## config.mk

```make
export PLATFORM = sky130hd
export DESIGN_NAME = vna_ctrl
export DESIGN_NICKNAME = d
export VERILOG_FILES = /design/src/vna_pkg.sv /design/src/vna_ctrl.sv
export SDC_FILE = /design/constraint.sdc
export NUM_CORES = 1
export LEC_CHECK = 0
export BUFFER_PORTS_ARGS = -buffer_cell sky130_fd_sc_hd__buf_2
export CORE_UTILIZATION = 35
export CTS_BUF_LIST = sky130_fd_sc_hd__clkbuf_4
export CTS_CLUSTER_DIAMETER = 30
export DETAILED_ROUTE_END_ITERATION = 10
export PLACE_DENSITY = 0.52
export SETUP_SLACK_MARGIN = 0.3
export SYNTH_ARGS = -nofsm -noshare
export SYNTH_HDL_FRONTEND = slang
export SYNTH_SLANG_ARGS = --single-unit
```

## constraint.sdc

```tcl
create_clock -name i_clk -period 1.95 [get_ports i_clk]
set_clock_uncertainty 0.1 [all_clocks]
set_input_delay 0.0975 -clock i_clk [delete_from_list [all_inputs] [get_ports i_clk]]
set_output_delay 0.0975 -clock i_clk [all_outputs]
set_load 0.01 [all_outputs]
```

## src/vna_pkg.sv

```systemverilog
// Shared types, constants and helpers for the vertex normal accumulator.
// Used by every module under src except vna_ram; depends on nothing.
package vna_pkg;

    localparam int VERTEX_DEPTH_DEF = 1024;
    localparam int COUNT_BITS_DEF   = 8;

    localparam int IDX_W      = 10;
    localparam int POS_W      = 16;
    localparam int SUM_W      = 24;
    localparam int NRM_W      = 16;
    localparam int FCNT_W     = 8;
    localparam int OPC_W      = 2;
    localparam int IN_DATA_W  = 80;
    localparam int OUT_DATA_W = 56;
    localparam int ONE_Q14    = 16384;

    // shared divider: remainder, dividend shift register, step count
    localparam int DIV_R_W    = 34;
    localparam int DIV_D_W    = 31;
    localparam int DIV_STEP_W = 5;
    localparam int STEP_W     = 5;

    localparam int NDIV_STEPS = 31;
    localparam int RDIV_STEPS = 24;

    typedef enum logic [OPC_W-1:0] {
        OP_LOAD = 2'd0,
        OP_TRI  = 2'd1,
        OP_READ = 2'd2
    } t_opcode;

    typedef enum logic [4:0] {
        S_IDLE,
        S_LOAD,
        S_POS_RD,
        S_EDGE,
        S_CROSS,
        S_MAG,
        S_NORM,
        S_SQ,
        S_NDIV,
        S_NDIV_WAIT,
        S_SQRT,
        S_NSTORE,
        S_NZERO,
        S_ACC_RD,
        S_ACC_WR,
        S_RD_ADDR,
        S_RD_LATCH,
        S_RDIV,
        S_RDIV_WAIT,
        S_OUT
    } t_state;

    typedef enum logic [4:0] {
        DP_NOP,
        DP_CAPTURE,
        DP_LOAD,
        DP_POS_RD,
        DP_EDGE,
        DP_CROSS,
        DP_MAG,
        DP_NORM,
        DP_SQ,
        DP_NDIV,
        DP_SQRT_LD,
        DP_SQRT,
        DP_NSTORE,
        DP_NZERO,
        DP_ACC_RD,
        DP_ACC_WR,
        DP_RSUM_RD,
        DP_RSUM_LD,
        DP_RDIV,
        DP_RRES,
        DP_OUT
    } t_dp_op;

    typedef struct packed {
        t_dp_op            op;
        logic [1:0]        comp;
        logic [STEP_W-1:0] step;
    } t_cmd;

    typedef struct packed {
        logic norm_done;
        logic degen;
        logic div_done;
        logic out_free;
    } t_stat;

    // index modulo depth by restoring subtraction of shifted depths
    function automatic logic [IDX_W-1:0] vidx_mod(input logic [IDX_W-1:0] v, input int depth);
        logic [26:0] r;
        logic [26:0] d;
        r = 27'(v);
        for (int k = IDX_W - 1; k >= 0; k--) begin
            d = 27'(depth) << k;
            if (r >= d) r = r - d;
        end
        return r[IDX_W-1:0];
    endfunction

endpackage

```

## src/vna_ctrl.sv

```systemverilog
// Controller state machine: sequences load, triangle and read transactions.
// Depends on vna_pkg.
module vna_ctrl import vna_pkg::*; (
    input  logic             i_clk,
    input  logic             i_rst_n,
    input  logic             i_s_tvalid,
    input  logic [OPC_W-1:0] i_s_tuser,
    output logic             o_s_tready,
    input  t_stat            i_stat,
    output t_cmd             o_cmd
);

    t_state            r_state, n_state;
    logic [1:0]        r_comp, n_comp;
    logic [STEP_W-1:0] r_step, n_step;

    always_ff @(posedge i_clk) begin
        if (!i_rst_n) begin
            r_state <= S_IDLE;
            r_comp  <= '0;
            r_step  <= '0;
        end else begin
            r_state <= n_state;
            r_comp  <= n_comp;
            r_step  <= n_step;
        end
    end

    always_comb begin
        n_state    = r_state;
        n_comp     = r_comp;
        n_step     = r_step;
        o_cmd.op   = DP_NOP;
        o_cmd.comp = r_comp;
        o_cmd.step = r_step;
        o_s_tready = (r_state == S_IDLE);
        unique case (r_state)
            S_IDLE: begin
                n_comp = '0;
                n_step = '0;
                if (i_s_tvalid) begin
                    o_cmd.op = DP_CAPTURE;
                    unique case (i_s_tuser)
                        OP_LOAD: n_state = S_LOAD;
                        OP_TRI:  n_state = S_POS_RD;
                        OP_READ: n_state = S_RD_ADDR;
                        default: n_state = S_IDLE;
                    endcase
                end
            end
            S_LOAD: begin
                o_cmd.op = DP_LOAD;
                n_state  = S_IDLE;
            end
            S_POS_RD: begin
                o_cmd.op = DP_POS_RD;
                if (r_comp == 2'd2) n_state = S_EDGE;
                else n_comp = r_comp + 2'd1;
            end
            S_EDGE: begin
                o_cmd.op = DP_EDGE;
                n_step   = '0;
                n_state  = S_CROSS;
            end
            S_CROSS: begin
                o_cmd.op = DP_CROSS;
                if (r_step == STEP_W'(6)) n_state = S_MAG;
                else n_step = r_step + STEP_W'(1);
            end
            S_MAG: begin
                o_cmd.op = DP_MAG;
                n_state  = S_NORM;
            end
            S_NORM: begin
                o_cmd.op = DP_NORM;
                n_step   = '0;
                if (i_stat.degen) n_state = S_NZERO;
                else if (i_stat.norm_done) n_state = S_SQ;
            end
            S_SQ: begin
                o_cmd.op = DP_SQ;
                n_comp   = '0;
                if (r_step == STEP_W'(3)) n_state = S_NDIV;
                else n_step = r_step + STEP_W'(1);
            end
            S_NDIV: begin
                o_cmd.op = DP_NDIV;
                n_state  = S_NDIV_WAIT;
            end
            S_NDIV_WAIT: begin
                n_step = '0;
                if (i_stat.div_done) begin
                    o_cmd.op = DP_SQRT_LD;
                    n_state  = S_SQRT;
                end
            end
            S_SQRT: begin
                o_cmd.op = DP_SQRT;
                if (r_step == STEP_W'(15)) n_state = S_NSTORE;
                else n_step = r_step + STEP_W'(1);
            end
            S_NSTORE: begin
                o_cmd.op = DP_NSTORE;
                if (r_comp == 2'd2) begin
                    n_comp  = '0;
                    n_state = S_ACC_RD;
                end else begin
                    n_comp  = r_comp + 2'd1;
                    n_state = S_NDIV;
                end
            end
            S_NZERO: begin
                o_cmd.op = DP_NZERO;
                n_comp   = '0;
                n_state  = S_ACC_RD;
            end
            S_ACC_RD: begin
                o_cmd.op = DP_ACC_RD;
                n_state  = S_ACC_WR;
            end
            S_ACC_WR: begin
                // corners go one after another so a repeated corner sees its update
                o_cmd.op = DP_ACC_WR;
                if (r_comp == 2'd2) begin
                    n_state = S_IDLE;
                end else begin
                    n_comp  = r_comp + 2'd1;
                    n_state = S_ACC_RD;
                end
            end
            S_RD_ADDR: begin
                o_cmd.op = DP_RSUM_RD;
                n_state  = S_RD_LATCH;
            end
            S_RD_LATCH: begin
                o_cmd.op = DP_RSUM_LD;
                n_comp   = '0;
                n_state  = S_RDIV;
            end
            S_RDIV: begin
                o_cmd.op = DP_RDIV;
                n_state  = S_RDIV_WAIT;
            end
            S_RDIV_WAIT: begin
                if (i_stat.div_done) begin
                    o_cmd.op = DP_RRES;
                    if (r_comp == 2'd2) begin
                        n_state = S_OUT;
                    end else begin
                        n_comp  = r_comp + 2'd1;
                        n_state = S_RDIV;
                    end
                end
            end
            S_OUT: begin
                if (i_stat.out_free) begin
                    o_cmd.op = DP_OUT;
                    n_state  = S_IDLE;
                end
            end
            default: n_state = S_IDLE;
        endcase
    end

    a_ready_idle: assert property (@(posedge i_clk) disable iff (!i_rst_n)
        (o_s_tready && i_s_tvalid) |-> (o_cmd.op == DP_CAPTURE))
        else $error("accepted transaction not captured");

    a_out_wait: assert property (@(posedge i_clk) disable iff (!i_rst_n)
        (o_cmd.op == DP_OUT) |-> i_stat.out_free)
        else $error("result overwritten before taken");

    a_div_wait: assert property (@(posedge i_clk) disable iff (!i_rst_n)
        (r_state == S_NDIV) |=> (r_state == S_NDIV_WAIT && !i_stat.div_done))
        else $error("divider done too early");

endmodule

```

==> impl_metrics.env <==
export IMPL_status="finished, violations left"
export IMPL_violations="setup timing"
export IMPL_post_dp_cell_area_mm2=0.001849
export IMPL_max_freq_mhz=480.3
export IMPL_final_area_mm2=0.001971
export IMPL_synth_top_area_share_pct=16.51
export IMPL_track_usage_pct=21.43
export IMPL_period_share_pct=106.8
export IMPL_core_area_mm2=0.004000
export IMPL_worst_setup_path_type="reg -> reg"
export IMPL_drive_gt1_share_pct=38.49
export IMPL_use_met1_pct=27.68
export IMPL_cts_tree="yes"
export IMPL_vias=1695
export IMPL_slew_limit_headroom_pct=69.79
export IMPL_clkPwrFrac_pct=7.6
export IMPL_pwr_share_comb_pct=73.8
export IMPL_crit_path_end_kind="flip-flop"
export IMPL_period_minus_slack_ps=2082
export IMPL_yosysWarnings=0
export IMPL_synth_avg_cell_area_um2=7.462
export IMPL_overflow=0
export IMPL_synth_edf_count=0
export IMPL_pwr_share_seq_pct=18.6
export IMPL_setup_viol=8
export IMPL_placedCellCount=282
export IMPL_cts_sinks=12
export IMPL_async_reset_ff_share_pct=0
export IMPL_dieArea_mm2=0.004420
export IMPL_syn_nets=213
export IMPL_hp_start="i_rst_n"
export IMPL_drtAntennaViolNets=0
export IMPL_synthesis_area_mm2=0.001455
export IMPL_ctsHoldBuffers=0
export IMPL_drc=0
export IMPL_cts_buffers=3
export IMPL_crit_start="r_step[0]"
export IMPL_gp_congestion=0.8355
export IMPL_reg2reg_slack_ps=-130
export IMPL_rr_worst_depth=8
export IMPL_finalHoldViolations=0
export IMPL_fin_nets=258
export IMPL_cp_required_ps=2080
export IMPL_place_port_buffers=21
export IMPL_r2r_end="r_step[2]"
export IMPL_area_growth_pct=35.43
export IMPL_intPower_mw=1.160
export IMPL_synth_distinct_cells=60
export IMPL_syn_instance_count=195
export IMPL_whs_ps=57.43
export IMPL_ir_drop_mv=0.5865
export IMPL_cap_violations=0
export IMPL_ioPinCount=22
export IMPL_synth_top_cells_by_count="19 x nand2_1, 12 x dfxtp_1, 11 x o21ai_0"
export IMPL_clkTransAtPathRegs_ps=90
export IMPL_grtUsageMet3_pct=4.452
export IMPL_swShare_pct=47.16
export IMPL_die_height_um=66.48
export IMPL_clock_path_buffers=2
export IMPL_via_per_inst=5.865
export IMPL_yosys_top_cells_area="dfxtp_1 17%, ha_1 7.7%, nand2_1 4.9%"
export IMPL_multi_input_area_mm2=0.001214
export IMPL_die_w_um=66.48
export IMPL_rsz0062_at_grt="yes"
export IMPL_std_cell_rows=23
export IMPL_wl_um=4591
export IMPL_dr_pass1_iters=4
export IMPL_min_path_type="in -> reg"
export IMPL_grt_pass1_wl_um=7293
export IMPL_worst_path_max_fanout=3
export IMPL_p_total_mw=2.195
export IMPL_antenna_cells=0
export IMPL_startpoint_type="flip-flop"
export IMPL_clock_latency_ps=280
export IMPL_yosysTopAreaCell="dfxtp_1"
export IMPL_grt_busiest_layer="met2"
export IMPL_gr_usage_met2_pct=36.61
export IMPL_fillers=413
export IMPL_drv_slew=0
export IMPL_grt_max_degree=16
export IMPL_p_per_area_mw_per_mm2=1114
export IMPL_power_switching_mw=1.035
export IMPL_cts_htree_levels=1
export IMPL_avgRoutedWirePerCell_um=15.89
export IMPL_ys_seq_area_share_pct=16.51
export IMPL_layout_setup_ws_ps=-132.1
export IMPL_leakage_nw=0.8282
export IMPL_initial_core_util_pct=36.38
export IMPL_tightestPinTransition_ps=450.5
export IMPL_hpwlAfterDp_um=3441
export IMPL_final_cell_count_no_fill=289
export IMPL_synthMostInstantiatedCell="nand2_1"
export IMPL_critPathArrivalTime_ps=2210
export IMPL_root_buffer="clkbuf_4"
export IMPL_drtIter0Drc=75
export IMPL_ys_ff_latch=12
export IMPL_seqCellArea_um2=254.0
export IMPL_r2r_start="r_step[0]"
export IMPL_grt_pass1_vias=1535
export IMPL_synth_ff_type="dfxtp_1"
export IMPL_crit_end="r_step[2]"
export IMPL_antenna_found_initial=0
power groups by stage:
stage / Clock, mW / Sequential, mW / Combinational, mW
2_1_floorplan: 0 / 0.358 / 1.03
3_3_place_gp: 0 / 0.399 / 1.50
3_5_place_dp: 0 / 0.404 / 1.53
4_1_cts: 0.170 / 0.404 / 1.59
5_1_grt: 0.186 / 0.418 / 1.76
6_report: 0.166 / 0.408 / 1.62
critical path: stages (launching register included):
cell and delay (ps):
dfxtp_4 380, inv_1 50, ha_1 180, nor4bb_1 130, buf_4 150, o311ai_2 220
or4b_4 510, o22a_1 240, o21ai_1 70
cells in the final DEF (no fill, tap or decap), drive strengths merged, types with 6 or more instances in the layout:
cell type,count
nor2b,7
a21oi,11
dfxtp,12
buf,55
o21ai,14
inv,10
nand2b,6
a31oi,6
nand3,7
nor2,10
mux2i,6
nand2,19
ha,9
timing repair:
action / CTS / global route
setup endpoints to repair: 18 / 18
buffers inserted: 1 / 2
gates resized for setup: 9 / 13
hold endpoints to repair: 0 / 0
pin swaps: 1 / 6
logic make-up after synthesis:
| family | count (synthesis) | synth area share, % |
|---|---|---|
| multiplexers | 7 | 4.901 |
| flip-flops | 12 | 16.51 |
| AND/OR/NAND/NOR | 75 | 30.01 |
| adder cells (fa/ha/maj) | 9 | 7.739 |
| buffers and inverters | 25 | 7.309 |
| XOR/XNOR | 3 | 1.806 |
| AO/OA/AOI/OAI | 64 | 31.73 |
per-stage QoR:
stage               setup slack, ps  utilization, %  TNS, ps
global route                 -234.2           49.26    -1521
detailed placement           -92.10           46.23   -565.2
finish                       -132.1           49.26   -769.7
floorplan                    -11.63               -   -19.03
CTS                          -87.31           47.76   -534.5
global placement             -70.30           46.23   -293.6
how the worst min path moves through the flow:
stage,slack [ps],end,cells past startpoint
after floorplan,140,r_step[2],2
after global placement,360,r_comp[1],2
after detailed placement,370,r_comp[1],2
after CTS,60,r_comp[1],2
after global routing,60,r_comp[1],2
final,60,r_comp[1],2
per-layer routing:
metal	vias up	wire (um)
met5	-	0
met4	0	73
met3	10	193
met2	46	2252
met1	828	2071
li1	811	-
state kept, by name, summed over array words and instances, names as in the netlist:
| register | flops |
|---|---|
| r_state | 5 |
| r_comp | 2 |
| r_step | 5 |
area by class of cell:
cell class,count,share of cell area (%)
clock inverter,1,0.1905
timing repair buffer,55,19.11
tap,50,3.175
clock buffer,3,1.143
inverter,10,1.905
multi-input combinational,158,61.59
sequential,12,12.89
(Power assumes the default switching activity.)
